File: src/design/jpva_pkg.sv
package jpva_pkg;

  // default value width and fixed-point format
  localparam int VALUE_WIDTH_DEF = 32;
  localparam int FRAC_BITS = 16;

  // configuration port
  localparam int CFG_AW = 5;
  localparam int CFG_DW = 32;

  // register indexes
  localparam logic [2:0] REG_PROP_GAIN   = 3'd0;
  localparam logic [2:0] REG_INT_GAIN    = 3'd1;
  localparam logic [2:0] REG_MAX_VEL     = 3'd2;
  localparam logic [2:0] REG_UPPER_LIMIT = 3'd3;
  localparam logic [2:0] REG_LOWER_LIMIT = 3'd4;

  // register reset values
  localparam logic [30:0]        PROP_GAIN_RST   = 31'd65536;
  localparam logic [30:0]        INT_GAIN_RST    = 31'd65536;
  localparam logic [30:0]        MAX_VEL_RST     = 31'd65536;
  localparam logic signed [31:0] UPPER_LIMIT_RST = 32'sd376183;
  localparam logic signed [31:0] LOWER_LIMIT_RST = 32'sd7216;

  // input item
  typedef struct packed {
    logic signed [31:0] joint_angle;
    logic signed [31:0] feedback_torque;
    logic signed [31:0] setpoint_torque;
    logic        [30:0] period;
  } in_item_t;

  // result item
  typedef struct packed {
    logic signed [31:0] vel_cmd;
    logic               saturated;
    logic               at_limit;
  } out_item_t;

endpackage

File: src/design/jpva_mul.sv
module jpva_mul #(
  parameter int VALUE_WIDTH = jpva_pkg::VALUE_WIDTH_DEF
) (
  input  logic                       clk,
  input  logic                       rst_n,
  input  logic                       start,
  input  logic [VALUE_WIDTH-1:0]     a,
  input  logic [VALUE_WIDTH-1:0]     b,
  output logic                       done,
  output logic [2*VALUE_WIDTH-1:0]   prod
);

  localparam int W  = VALUE_WIDTH;
  localparam int PW = 2 * W;
  localparam int CW = $clog2(W);

  logic [W-1:0]  mcand_r, mcand_nxt;
  logic [PW-1:0] prod_r, prod_nxt;
  logic [CW-1:0] cnt_r, cnt_nxt;
  logic          busy_r, busy_nxt;
  logic          done_r, done_nxt;
  logic [W:0]    sum;

  // one multiplier bit per cycle: add on the low bit, shift right
  always_comb begin
    sum       = {1'b0, prod_r[PW-1:W]} + (prod_r[0] ? {1'b0, mcand_r} : '0);
    mcand_nxt = mcand_r;
    prod_nxt  = prod_r;
    cnt_nxt   = cnt_r;
    busy_nxt  = busy_r;
    done_nxt  = 1'b0;
    if (start) begin
      mcand_nxt = a;
      prod_nxt  = {{W{1'b0}}, b};
      cnt_nxt   = '0;
      busy_nxt  = 1'b1;
    end else if (busy_r) begin
      prod_nxt = {sum, prod_r[W-1:1]};
      cnt_nxt  = cnt_r + 1'b1;
      if (cnt_r == CW'(W - 1)) begin
        busy_nxt = 1'b0;
        done_nxt = 1'b1;
      end
    end
  end

  // control state
  always_ff @(posedge clk) begin
    if (!rst_n) begin
      busy_r <= 1'b0;
      done_r <= 1'b0;
    end else begin
      busy_r <= busy_nxt;
      done_r <= done_nxt;
    end
  end

  // datapath
  always_ff @(posedge clk) begin
    mcand_r <= mcand_nxt;
    prod_r  <= prod_nxt;
    cnt_r   <= cnt_nxt;
  end

  assign done = done_r;
  assign prod = prod_r;

endmodule

File: src/design/jpva_div.sv
module jpva_div #(
  parameter int VALUE_WIDTH = jpva_pkg::VALUE_WIDTH_DEF
) (
  input  logic                                     clk,
  input  logic                                     rst_n,
  input  logic                                     start,
  input  logic [VALUE_WIDTH+jpva_pkg::FRAC_BITS-1:0] dividend,
  input  logic [VALUE_WIDTH-1:0]                   divisor,
  output logic                                     done,
  output logic [VALUE_WIDTH+jpva_pkg::FRAC_BITS-1:0] quotient
);

  import jpva_pkg::*;

  localparam int W  = VALUE_WIDTH;
  localparam int DW = W + FRAC_BITS;
  localparam int CW = $clog2(DW);

  logic [DW-1:0] quo_r, quo_nxt;
  logic [W-1:0]  rem_r, rem_nxt;
  logic [W-1:0]  dsr_r, dsr_nxt;
  logic [CW-1:0] cnt_r, cnt_nxt;
  logic          busy_r, busy_nxt;
  logic          done_r, done_nxt;
  logic [W:0]    trial;
  logic [W:0]    diff;
  logic          ge;

  // restoring division, one quotient bit per cycle
  always_comb begin
    trial    = {rem_r, quo_r[DW-1]};
    ge       = (trial >= {1'b0, dsr_r});
    diff     = trial - {1'b0, dsr_r};
    quo_nxt  = quo_r;
    rem_nxt  = rem_r;
    dsr_nxt  = dsr_r;
    cnt_nxt  = cnt_r;
    busy_nxt = busy_r;
    done_nxt = 1'b0;
    if (start) begin
      quo_nxt  = dividend;
      rem_nxt  = '0;
      dsr_nxt  = divisor;
      cnt_nxt  = '0;
      busy_nxt = 1'b1;
    end else if (busy_r) begin
      quo_nxt = {quo_r[DW-2:0], ge};
      rem_nxt = ge ? diff[W-1:0] : trial[W-1:0];
      cnt_nxt = cnt_r + 1'b1;
      if (cnt_r == CW'(DW - 1)) begin
        busy_nxt = 1'b0;
        done_nxt = 1'b1;
      end
    end
  end

  // control state
  always_ff @(posedge clk) begin
    if (!rst_n) begin
      busy_r <= 1'b0;
      done_r <= 1'b0;
    end else begin
      busy_r <= busy_nxt;
      done_r <= done_nxt;
    end
  end

  // datapath
  always_ff @(posedge clk) begin
    quo_r <= quo_nxt;
    rem_r <= rem_nxt;
    dsr_r <= dsr_nxt;
    cnt_r <= cnt_nxt;
  end

  assign done     = done_r;
  assign quotient = quo_r;

endmodule

File: src/design/joint_pi_velocity_antiwindup.sv
// an item is processed by the bit-serial multipliers and, when the command
// clamps and the integral gain is nonzero, by the divider (back-calculation)
// one item at a time: a new item is accepted only in the idle state
// reset: synchronous active-low rst_n clears the integral, the sequencer and
// the result valid, and loads the register defaults
module joint_pi_velocity_antiwindup #(
  parameter int VALUE_WIDTH = jpva_pkg::VALUE_WIDTH_DEF
) (
  input  logic                          clk,
  input  logic                          rst_n,
  input  logic                          in_valid,
  output logic                          in_ready,
  input  jpva_pkg::in_item_t            in_data,
  output logic                          out_valid,
  input  logic                          out_ready,
  output jpva_pkg::out_item_t           out_data,
  input  logic                          cfg_psel,
  input  logic                          cfg_penable,
  input  logic                          cfg_pwrite,
  input  logic [jpva_pkg::CFG_AW-1:0]   cfg_paddr,
  input  logic [jpva_pkg::CFG_DW-1:0]   cfg_pwdata,
  output logic [jpva_pkg::CFG_DW-1:0]   cfg_prdata,
  output logic                          cfg_pready
);

  import jpva_pkg::*;

  localparam int W  = VALUE_WIDTH;
  localparam int PW = 2 * W;
  localparam int DW = W + FRAC_BITS;
  localparam int XW = ((W > 32) ? W : 32) + 2;

  localparam logic signed [XW-1:0] VMAX_X  = (XW'(1) << (W - 1)) - XW'(1);
  localparam logic signed [XW-1:0] VMIN_X  = -VMAX_X - XW'(1);
  localparam logic signed [XW-1:0] OMAX_X  = XW'(32'h7FFF_FFFF);
  localparam logic signed [XW-1:0] OMIN_X  = -OMAX_X - XW'(1);
  localparam logic [PW-1:0]        CAP_POS = (PW'(1) << (W - 1)) - PW'(1);
  localparam logic [PW-1:0]        CAP_NEG = PW'(1) << (W - 1);

  // sequencer states
  localparam logic [2:0] S_IDLE  = 3'd0;
  localparam logic [2:0] S_MUL1  = 3'd1;
  localparam logic [2:0] S_INTEG = 3'd2;
  localparam logic [2:0] S_MUL2  = 3'd3;
  localparam logic [2:0] S_CHECK = 3'd4;
  localparam logic [2:0] S_DIV   = 3'd5;
  localparam logic [2:0] S_OUT   = 3'd6;

  // saturate a wide signed value to the value width
  function automatic logic signed [W-1:0] sat_x(input logic signed [XW-1:0] v);
    if (v > VMAX_X) begin
      sat_x = VMAX_X[W-1:0];
    end else if (v < VMIN_X) begin
      sat_x = VMIN_X[W-1:0];
    end else begin
      sat_x = v[W-1:0];
    end
  endfunction

  // magnitude of a signed value, full negative included
  function automatic logic [W-1:0] mag(input logic signed [W-1:0] v);
    mag = v[W-1] ? (~v + 1'b1) : v;
  endfunction

  // cap a magnitude to the signed range and apply the sign
  function automatic logic signed [W-1:0] qcap(input logic [PW-1:0] m, input logic neg);
    logic [PW-1:0] cap;
    logic [W-1:0]  r;
    cap  = neg ? CAP_NEG : CAP_POS;
    r    = (m > cap) ? cap[W-1:0] : m[W-1:0];
    qcap = neg ? (~r + 1'b1) : r;
  endfunction

  // configuration registers
  logic [30:0]        prop_gain_r;
  logic [30:0]        int_gain_r;
  logic [30:0]        max_vel_r;
  logic signed [31:0] upper_limit_r;
  logic signed [31:0] lower_limit_r;
  logic               cfg_wr;

  assign cfg_pready = 1'b1;
  assign cfg_wr     = cfg_psel && cfg_penable && cfg_pwrite;

  always_ff @(posedge clk) begin
    if (!rst_n) begin
      prop_gain_r   <= PROP_GAIN_RST;
      int_gain_r    <= INT_GAIN_RST;
      max_vel_r     <= MAX_VEL_RST;
      upper_limit_r <= UPPER_LIMIT_RST;
      lower_limit_r <= LOWER_LIMIT_RST;
    end else if (cfg_wr) begin
      case (cfg_paddr[4:2])
        REG_PROP_GAIN:   prop_gain_r   <= cfg_pwdata[30:0];
        REG_INT_GAIN:    int_gain_r    <= cfg_pwdata[30:0];
        REG_MAX_VEL:     max_vel_r     <= cfg_pwdata[30:0];
        REG_UPPER_LIMIT: upper_limit_r <= cfg_pwdata;
        REG_LOWER_LIMIT: lower_limit_r <= cfg_pwdata;
        default: ;
      endcase
    end
  end

  // register readback
  always_comb begin
    case (cfg_paddr[4:2])
      REG_PROP_GAIN:   cfg_prdata = {1'b0, prop_gain_r};
      REG_INT_GAIN:    cfg_prdata = {1'b0, int_gain_r};
      REG_MAX_VEL:     cfg_prdata = {1'b0, max_vel_r};
      REG_UPPER_LIMIT: cfg_prdata = upper_limit_r;
      REG_LOWER_LIMIT: cfg_prdata = lower_limit_r;
      default:         cfg_prdata = '0;
    endcase
  end

  // gains and limit at the value width
  logic signed [W-1:0] kp_s, ki_s, vmax_s;
  logic                ki_zero;

  assign kp_s    = sat_x(XW'(prop_gain_r));
  assign ki_s    = sat_x(XW'(int_gain_r));
  assign vmax_s  = sat_x(XW'(max_vel_r));
  assign ki_zero = (ki_s == '0);

  // input item front end
  logic signed [31:0]  fb_in, sp_in, angle_in;
  logic signed [W-1:0] fb_w, sp_w, err_in, per_w;
  logic                lim_in;
  logic                accept;

  assign fb_in    = in_data.feedback_torque;
  assign sp_in    = in_data.setpoint_torque;
  assign angle_in = in_data.joint_angle;
  assign fb_w     = sat_x(XW'(fb_in));
  assign sp_w     = sat_x(XW'(sp_in));
  assign per_w    = sat_x(XW'(in_data.period));
  assign err_in   = sat_x(XW'(fb_w) + XW'(sp_w));
  assign lim_in   = (angle_in >= upper_limit_r) || (angle_in <= lower_limit_r);

  // sequencer and datapath registers
  logic [2:0]          state_r, state_nxt;
  logic signed [W-1:0] integral_r, integral_nxt;
  logic signed [W-1:0] p_r, p_nxt;
  logic signed [W-1:0] cmd_r, cmd_nxt;
  logic                err_neg_r, err_neg_nxt;
  logic                lim_r, lim_nxt;
  logic                sat_r, sat_nxt;
  logic                nneg_r, nneg_nxt;
  out_item_t           out_r, out_nxt;
  logic                out_valid_r, out_valid_nxt;

  // serial units
  logic          mul_a_start, mul_b_start, mul_a_done, mul_b_done;
  logic [W-1:0]  mul_a_x, mul_a_y;
  logic [PW-1:0] prod_a, prod_b;
  logic          div_start, div_done;
  logic [DW-1:0] div_dividend, div_quot;
  logic [PW-1:0] div_quot_ext;

  assign in_ready = (state_r == S_IDLE);
  assign accept   = in_valid && in_ready;

  // integral update from err*period
  logic signed [W-1:0] q1, p_val, integ_upd;

  assign q1        = qcap(prod_a >> FRAC_BITS, err_neg_r);
  assign p_val     = qcap(prod_b >> FRAC_BITS, err_neg_r);
  assign integ_upd = lim_r ? '0 : sat_x(XW'(integral_r) + XW'(q1));

  // command, clamp and back-calculation numerator
  logic signed [W-1:0] q3, cmd_val, target;
  logic [W-1:0]        cmd_mag;
  logic                clamp;
  logic signed [W:0]   n_val;
  logic [W:0]          n_abs;

  assign q3      = qcap(prod_a >> FRAC_BITS, integral_r[W-1]);
  assign cmd_val = sat_x(XW'(p_r) + XW'(q3));
  assign cmd_mag = mag(cmd_val);
  assign clamp   = (cmd_mag >= $unsigned(vmax_s));
  assign target  = cmd_val[W-1] ? -vmax_s : ((cmd_val != '0) ? vmax_s : '0);
  assign n_val   = (W+1)'(target) - (W+1)'(p_r);
  assign n_abs   = n_val[W] ? (~n_val + 1'b1) : n_val;

  // multiplier a: err*period first, then int_gain*integral
  assign mul_a_start  = accept || (state_r == S_INTEG);
  assign mul_a_x      = (state_r == S_IDLE) ? mag(err_in) : $unsigned(ki_s);
  assign mul_a_y      = (state_r == S_IDLE) ? $unsigned(per_w) : mag(integ_upd);
  assign mul_b_start  = accept;
  assign div_start    = (state_r == S_CHECK) && clamp && !ki_zero;
  assign div_dividend = {n_abs[W-1:0], {FRAC_BITS{1'b0}}};
  assign div_quot_ext = PW'(div_quot);

  jpva_mul #(.VALUE_WIDTH(VALUE_WIDTH)) u_mul_a (
    .clk   (clk),
    .rst_n (rst_n),
    .start (mul_a_start),
    .a     (mul_a_x),
    .b     (mul_a_y),
    .done  (mul_a_done),
    .prod  (prod_a)
  );

  jpva_mul #(.VALUE_WIDTH(VALUE_WIDTH)) u_mul_b (
    .clk   (clk),
    .rst_n (rst_n),
    .start (mul_b_start),
    .a     ($unsigned(kp_s)),
    .b     (mag(err_in)),
    .done  (mul_b_done),
    .prod  (prod_b)
  );

  jpva_div #(.VALUE_WIDTH(VALUE_WIDTH)) u_div (
    .clk      (clk),
    .rst_n    (rst_n),
    .start    (div_start),
    .dividend (div_dividend),
    .divisor  ($unsigned(ki_s)),
    .done     (div_done),
    .quotient (div_quot)
  );

  // command narrowed to the 32-bit result field
  logic signed [XW-1:0] cmd_x;
  logic signed [31:0]   vel32;

  assign cmd_x = XW'(cmd_r);
  assign vel32 = (cmd_x > OMAX_X) ? OMAX_X[31:0] :
                 (cmd_x < OMIN_X) ? OMIN_X[31:0] : cmd_x[31:0];

  // sequencer
  always_comb begin
    state_nxt     = state_r;
    integral_nxt  = integral_r;
    p_nxt         = p_r;
    cmd_nxt       = cmd_r;
    err_neg_nxt   = err_neg_r;
    lim_nxt       = lim_r;
    sat_nxt       = sat_r;
    nneg_nxt      = nneg_r;
    out_nxt       = out_r;
    out_valid_nxt = out_valid_r;
    if (out_valid_r && out_ready) begin
      out_valid_nxt = 1'b0;
    end
    case (state_r)
      S_IDLE: begin
        if (in_valid) begin
          err_neg_nxt = err_in[W-1];
          lim_nxt     = lim_in;
          state_nxt   = S_MUL1;
        end
      end
      S_MUL1: begin
        if (mul_a_done && mul_b_done) begin
          state_nxt = S_INTEG;
        end
      end
      S_INTEG: begin
        integral_nxt = integ_upd;
        p_nxt        = p_val;
        state_nxt    = S_MUL2;
      end
      S_MUL2: begin
        if (mul_a_done) begin
          state_nxt = S_CHECK;
        end
      end
      S_CHECK: begin
        cmd_nxt  = clamp ? target : cmd_val;
        sat_nxt  = clamp;
        nneg_nxt = n_val[W];
        if (clamp && ki_zero) begin
          integral_nxt = '0;
        end
        state_nxt = (clamp && !ki_zero) ? S_DIV : S_OUT;
      end
      S_DIV: begin
        if (div_done) begin
          integral_nxt = qcap(div_quot_ext, nneg_r);
          state_nxt    = S_OUT;
        end
      end
      S_OUT: begin
        if (!out_valid_r || out_ready) begin
          out_nxt.vel_cmd   = vel32;
          out_nxt.saturated = sat_r;
          out_nxt.at_limit  = lim_r;
          out_valid_nxt     = 1'b1;
          state_nxt         = S_IDLE;
        end
      end
      default: begin
        state_nxt = S_IDLE;
      end
    endcase
  end

  // control state
  always_ff @(posedge clk) begin
    if (!rst_n) begin
      state_r     <= S_IDLE;
      integral_r  <= '0;
      out_valid_r <= 1'b0;
    end else begin
      state_r     <= state_nxt;
      integral_r  <= integral_nxt;
      out_valid_r <= out_valid_nxt;
    end
  end

  // payload registers
  always_ff @(posedge clk) begin
    p_r       <= p_nxt;
    cmd_r     <= cmd_nxt;
    err_neg_r <= err_neg_nxt;
    lim_r     <= lim_nxt;
    sat_r     <= sat_nxt;
    nneg_r    <= nneg_nxt;
    out_r     <= out_nxt;
  end

  assign out_valid = out_valid_r;
  assign out_data  = out_r;

`ifndef NO_ASSERTIONS
  // integral cleared before the command is formed when at a joint limit
  a_limit_clears: assert property (@(posedge clk) disable iff (!rst_n)
    (state_r == S_MUL2) && lim_r |-> (integral_r == '0))
    else $error("integral not cleared at joint limit");

  // divider runs only for a clamped item
  a_div_on_clamp: assert property (@(posedge clk) disable iff (!rst_n)
    (state_r == S_DIV) |-> sat_r)
    else $error("back-calculation without clamp");

  // a clamped result carries the velocity limit
  a_clamp_value: assert property (@(posedge clk) disable iff (!rst_n)
    out_valid_r && out_r.saturated |->
      (out_r.vel_cmd == 32'(vmax_s)) ||
      (out_r.vel_cmd == -32'(vmax_s)))
    else $error("clamped command differs from limit");

  // a result appears only from the output step
  a_out_source: assert property (@(posedge clk) disable iff (!rst_n)
    $rose(out_valid_r) |-> $past(state_r == S_OUT))
    else $error("result valid raised outside output step");
`endif

endmodule
File: config.mk
export PLATFORM = sky130hd
export DESIGN_NAME = joint_pi_velocity_antiwindup
export DESIGN_NICKNAME = d
export VERILOG_FILES = /design/src/design/jpva_pkg.sv /design/src/design/jpva_mul.sv /design/src/design/jpva_div.sv /design/src/design/joint_pi_velocity_antiwindup.sv
export SDC_FILE = /design/constraint.sdc
export NUM_CORES = 2
export LEC_CHECK = 0
export ABC_AREA = 1
export BUFFER_PORTS_ARGS = -buffer_cell sky130_fd_sc_hd__buf_2
export CAP_MARGIN = 40
export CORE_MARGIN = 2
export CORE_UTILIZATION = 55
export CTS_CLUSTER_DIAMETER = 50
export DETAILED_ROUTE_END_ITERATION = 6
export PLACE_DENSITY = 0.77
export SYNTH_ARGS = -nofsm -noshare
export SYNTH_HDL_FRONTEND = slang
export SYNTH_SLANG_ARGS = --single-unit
File: constraint.sdc
create_clock -name clk -period 11 [get_ports clk]
set_input_delay 2.2 -clock clk [delete_from_list [all_inputs] [get_ports clk]]
set_output_delay 2.2 -clock clk [all_outputs]
set_load 0.005 [all_outputs]
# Word-level counts from Yosys, hierarchy flattened
# Index checks and enable logic that the tools add are counted.
# word_totals
reg_bits	619
output_inout_bits	69
elab_cells	208
# op_classes
addsub	19
order_cmp	20
eq_ne	19
mux	67
n_bitwise	12
reduce_logical	34
# ops
cell	n
$mux 32	38
$add 32x1->32 const B	8
$not 32->32	8
$gt 48x32->1	4
$pmux 32 s5	1
$add 32x32->33	4
$gt 33x32->1 const B	3
$lt 33x32->1 const B	3
$gt 32x32->1 const B	3
$lt 32x32->1 const B	3
$mux 48	2
$pmux 32 s3	1
$mux 31	3
$add 32x31->33	1
$ge 33x31->1	1
$sub 32x32->33	1
$ge 32x31->1	1
$ge 32x32->1	1
$le 32x32->1	1
$logic_not 32->1	1
$neg 31->32	1
$reduce_bool 32->1	1
$sub 32x31->32	1
$pmux 3 s7	1
23 further kinds	79

# Depth between registers and ports, before layout
# depth
word_depth	18
ltp_mapped	77

# By module
# A second synthesis with hierarchy kept.
# hier_totals
cells_unflattened	9104
hier_area_um2	56817.0
# modules_own_cells
module	instances	cells_per_inst	area_each_um2	seq_area_each_um2
joint_pi_velocity_antiwindup	1	6265	36772.8	6926.6
jpva_mul	2	882	6212.2	2702.6
jpva_div	1	1075	7619.8	3203.1

# Worst setup path before layout
# Ideal clock, no wire load.
# synth_timing
path_type	flip-flop to flip-flop
startpoint	register integral_r[31]
endpoint	register u_div.quo_r[45] (netlist: u_div.quotient[45]) (data pin)
setup_time_ns	0.260
arrival_time_ns	9.532
required_ns	10.740
slack_ns	1.208
path_stages_with_launch	69
n_path_buf	7
period_less_slack_ns	9.792
cell_sequence	dfxtp_1 -> clkbuf_1 -> inv_1 -> clkbuf_1 -> ha_1 -> nand4_1 -> nor3_1 -> nand2_1 -> inv_1 -> nand4_1 -> nand3_1 -> clkbuf_1 -> buf_1 -> nand2_1 -> inv_1 -> ha_1 -> nand2_1 -> nor2_1 -> (+33 left out) -> nand2_1 -> inv_1 -> a21oi_1 -> inv_1 -> nand3_1 -> nand3_1 -> xnor2_1 -> inv_1 -> nor2_1 -> nand2_1 -> nor3b_1 -> nand3_1 -> nand2_1 -> nand2_1 -> nand2_1 -> o21ai_0 -> nand2_1 -> o21ai_0
# synth_between
elab_chain_len	18
# synth_rtl
item	line	text
start: declaration	joint_pi_velocity_antiwindup.sv:142	logic signed [W-1:0] integral_r, integral_nxt;
start signal: assignment	joint_pi_velocity_antiwindup.sv:308	integral_r <= integral_nxt;
$mux 32	joint_pi_velocity_antiwindup.sv:69	cap = neg ? CAP_NEG : CAP_POS;
$gt 48x32->1	joint_pi_velocity_antiwindup.sv:70	r = (m > cap) ? cap[W-1:0] : m[W-1:0];
$mux 32	joint_pi_velocity_antiwindup.sv:70	
$not 32->32	joint_pi_velocity_antiwindup.sv:71	qcap = neg ? (~r + 1'b1) : r;
$add 32x1->32	joint_pi_velocity_antiwindup.sv:71	
$mux 32 (*)	joint_pi_velocity_antiwindup.sv:71	
$add 32x32->33 (*)	joint_pi_velocity_antiwindup.sv:178	assign cmd_val = sat_x(XW'(p_r) + XW'(q3));
$lt 33x32->1	joint_pi_velocity_antiwindup.sv:53	end else if (v < VMIN_X) begin
(+3 left out)	--	
$mux 31	joint_pi_velocity_antiwindup.sv:181	assign target = cmd_val[W-1] ? -vmax_s : ((cmd_val != '0) ? vmax_s : '0);
$mux 32	joint_pi_velocity_antiwindup.sv:181	
$sub 32x32->33	joint_pi_velocity_antiwindup.sv:182	assign n_val = (W+1)'(target) - (W+1)'(p_r);
$not 32->32	joint_pi_velocity_antiwindup.sv:183	assign n_abs = n_val[W] ? (~n_val + 1'b1) : n_val;
$add 32x1->32	joint_pi_velocity_antiwindup.sv:183	
$mux 32	joint_pi_velocity_antiwindup.sv:183	
$mux 48 (*)	jpva_div.sv:40	if (start) begin
net u_div.quo_nxt[45]	jpva_div.sv:19	logic [DW-1:0] quo_r, quo_nxt;
end signal: assignment	jpva_div.sv:70	quo_r <= quo_nxt;
end: declaration	jpva_div.sv:19	
# Mark *: on every way through the listed nets, which the timed path passes. The rest lies on a longest branch.
# A chain may end at the register's enable or synchronous reset.

# Worst setup path in the final report
# layout_timing
startpoint	register integral_r[31]
endpoint	register u_div.quo_r[47] (netlist: u_div.quotient[47]) (data pin)
# The elaborated chain is that of the path after synthesis.

==> run metrics <==
Crit. End Element flip-flop; worst-skew pair later-pin latency ~0.70 ns; max-cap violations 0; Antenna Nets Post-Route 0; count of buffers inserted at the top-level ports 236; top cell type by total area after synthesis edfxtp_1; buffers and inverters on the worst path 7; Synth Area in Simple Gates a little under a third; worst setup slack after placement around 0.31 ns; die width between 300 and 400 um; Setup TNS Final 0 ns; DR vias/cell 5.65; number of enable-type register cells in the synthesized netlist between 200 and 300; count of final hold-check violations 0; multiplexer fraction of the synthesized cell area less than 1%; met2 usage in global routing around three fifths; least setup slack across all paths after layout 0.746 ns; number of antenna violations at the first check in global routing 5; instance count of the mapped netlist around 8400; DR vias around 55000; cell family with the largest share of critical-path delay simple AND/OR/NAND/NOR gates; required time reported for the critical path endpoint 11.42 ns; cell at the slowest stage of the critical path dfxtp_4; share of post-route cells with drive strength above 1 under 10%; Primary FF master, synth dfxtp_1; aggregate global routing overflow 0; status complete, no violations; Boundary Pins between 200 and 250; mean area per synthesized cell around 6.5 sq um; number of nets produced by synthesis 9025; number of core rows 115; buffer levels on the longest clock path 3; worst path arrival time 10.67 ns; post-synthesis share of cell area spent on full adders, half adders and majority gates 10.9%; overall fraction of global-route tracks in use 35.6%; wire per inst between 15 and 20 um; critical path's largest stage delay 0.46 ns; count of filler cells inserted in the layout ~9400; largest net degree at the start of global routing between 70 and 80; global-route track usage on met3 a little over 4%; global-route met1 utilization between 40% and 50%; Max Clk Rate ~0.098 GHz; category of the critical setup timing path flip-flop to flip-flop; cell area after synthesis between 0.05 and 0.06 sq mm; vertical die dimension about 320 um; largest family of logic cells by synthesized area simple AND/OR/NAND/NOR gates; total length of routed wires about 190 mm; die footprint between 0.1 and 0.15 sq mm; Area growth syn-to-layout 9.89%; weighted congestion at the end of routability-driven global placement 1.02; sequential fraction of the synthesis area 28.2%; max-slew violations 0; Top cell by count, worst path nand2_1; Netlist cell types 65; Placed Instance Area about 0.056 sq mm; final standard cell area without fillers approximately 0.060 sq mm; busiest layer in global routing met2; transition time at the pin with the least slew margin a little over 0.9 ns; share of the cycle needed by the critical path after routing 93.2%; 1st-iter DRT viols around 5500; fraction of post-synthesis cell area in the top cell type by area between 10% and 20%; starting density of the core between 50% and 60%; startpoint kind of the worst setup timing path flip-flop; top cells by area in the synthesized netlist edfxtp_1 16%, nand2_1 16%, dfxtp_1 12%, ha_1 11%, inv_1 7.9%; first-pass GRT wire length 284 mm; clock buffer count from CTS just under 90; XOR/XNOR Fraction of Synth Area roughly 4.2%; dpl hpwl roughly 150 mm; fraction of synthesis flops using an asynchronous set or reset pin 0%; clock slew at reported path FFs roughly 0.06 ns; RSZ-0062 raised after global routing no; Ys Warns 0; Fin Clk Skew ~0.06 ns; H-Tree Level Count 3; via count of the first global-routing pass just over 50000; minimum period implied by the final worst setup slack 10.25 ns; nets about 9100; CTS sink cnt approximately 620; tightest slew margin relative to the limit about two fifths; Core Box Area 0.0980 sq mm; post-route DRC violation count 0; path category of the worst min-delay check flip-flop to flip-flop; TritonCTS clock tree done; number of register bits inferred by synthesis 619; final setup violation count 0; detailed-router iteration count before antenna repair 7; worst-path maximum fanout 28; synthesized-area fraction occupied by ao, oa, aoi and oai cells between 15 and 20%; root buffer cell clkbuf_16
-- flip-flops by register name, summed over array words and instances (netlist names), 32 cells and up --
name / flops
u_div.rem_r: 32
u_div.quotient: 48
integral_r: 32
u_mul_a.mcand_r: 32
u_mul_b.prod: 64
p_r: 32
lower_limit_r: 32
upper_limit_r: 32
u_mul_a.prod: 64
out_data: 34
cmd_r: 32
-- layer usage --
metal,share of wire [%],vias up
met1,41,25200
met4,6.5,4
met3,6.9,457
met5,0.014,-
li1,-,27500
met2,46,2283
-- worst paths after layout --
kind	slack, ns	start	depth (start not counted)	endpoint
worst max-delay path	0.75	integral_r[31]	59	u_div.quotient[47]
worst min-delay path	0.41	cmd_r[16]	0	out_data[18]
worst max register to register	0.75	integral_r[31]	59	u_div.quotient[47]
worst min register to register	0.41	cmd_r[16]	0	out_data[18]
-- through the flow --
| stage | util (%) | hold WS (ns) | cells |
|---|---|---|---|
| finish | 60.8 | 0.414 | 9820 |
| detailed placement | 57.6 | 0.405 | 9652 |
| global placement | 57.4 | 0.403 | 9642 |
| global route | 60.8 | 0.416 | 9819 |
| CTS | 60.7 | 0.415 | 9818 |
| floorplan | - | 0.400 | 8387 |
-- what timing repair did --
item / in CTS / in global routing
gates resized for setup: 0 / 27
setup buffers: 0 / 1
hold buffers: 0 / 0
endpoints found under the setup margin: 0 / 150
-- layout make-up --
cell class / instances / area (sq um) / area share (%)
Tap cell: 1287 / 1610 / 2.70
Clock inverter: 68 / 762 / 1.28
Multi-Input combinational cell: 6258 / 33300 / 55.8
Antenna cell: 1 / 2.50 / 0.00420
Inverter: 1162 / 4370 / 7.33
Timing Repair Buffer: 327 / 2010 / 3.37
Clock buffer: 98 / 2260 / 3.79
Sequential cell: 619 / 15300 / 25.7
-- synthesized netlist by cell type, drive strengths merged (7+ instances only) --
| library cell | number |
|---|---|
| nor2 | 981 |
| or2 | 23 |
| inv | 1153 |
| a221oi | 37 |
| o221ai | 13 |
| edfxtp | 292 |
| o21ai | 628 |
| xor2 | 167 |
| and3 | 7 |
| a211oi | 16 |
| nor3 | 92 |
| clkbuf | 275 |
| o22ai | 45 |
| a22oi | 7 |
| a21o | 18 |
| xnor2 | 93 |
| o21bai | 51 |
| fa | 7 |
| a21oi | 546 |
| clkinv | 9 |
| nor4 | 26 |
| o21a | 16 |
| buf | 73 |
| ha | 460 |
| dfxtp | 327 |
| nand3 | 478 |
| nand4 | 119 |
| a21boi | 10 |
| nand2 | 2274 |
| nand3b | 30 |
| o31ai | 10 |
| o211ai | 40 |
| a31oi | 31 |
-- cells by family (layout without fill, tap and decap cells) --
group                      after synthesis  in the layout
other                                    1              2
and+or+nand+nor                       4037           4037
AOI/OAI and AO/OA                     1486           1486
xor gates and xnor gates               260            260
buffers and inverters                 1510           1655
adders and majority gates              467            467
muxes                                    7              7
DFF                                    619            619
-- cell usage in the layout (no fill, tap or decap), types with 119 or more instances in the layout --
master	Yosys	final
edfxtp_1	292	292
o21ai_0	608	604
nand3_1	473	473
a21oi_1	543	540
nor2_1	971	957
nand4_1	119	119
xor2_1	167	166
nand2_1	2247	2245
dfxtp_1	327	326
inv_1	1136	1132
buf_2	32	235
ha_1	460	459
Power is not shown: default switching activity piles up to over one toggle a cycle in this logic, so the estimate is an artifact.
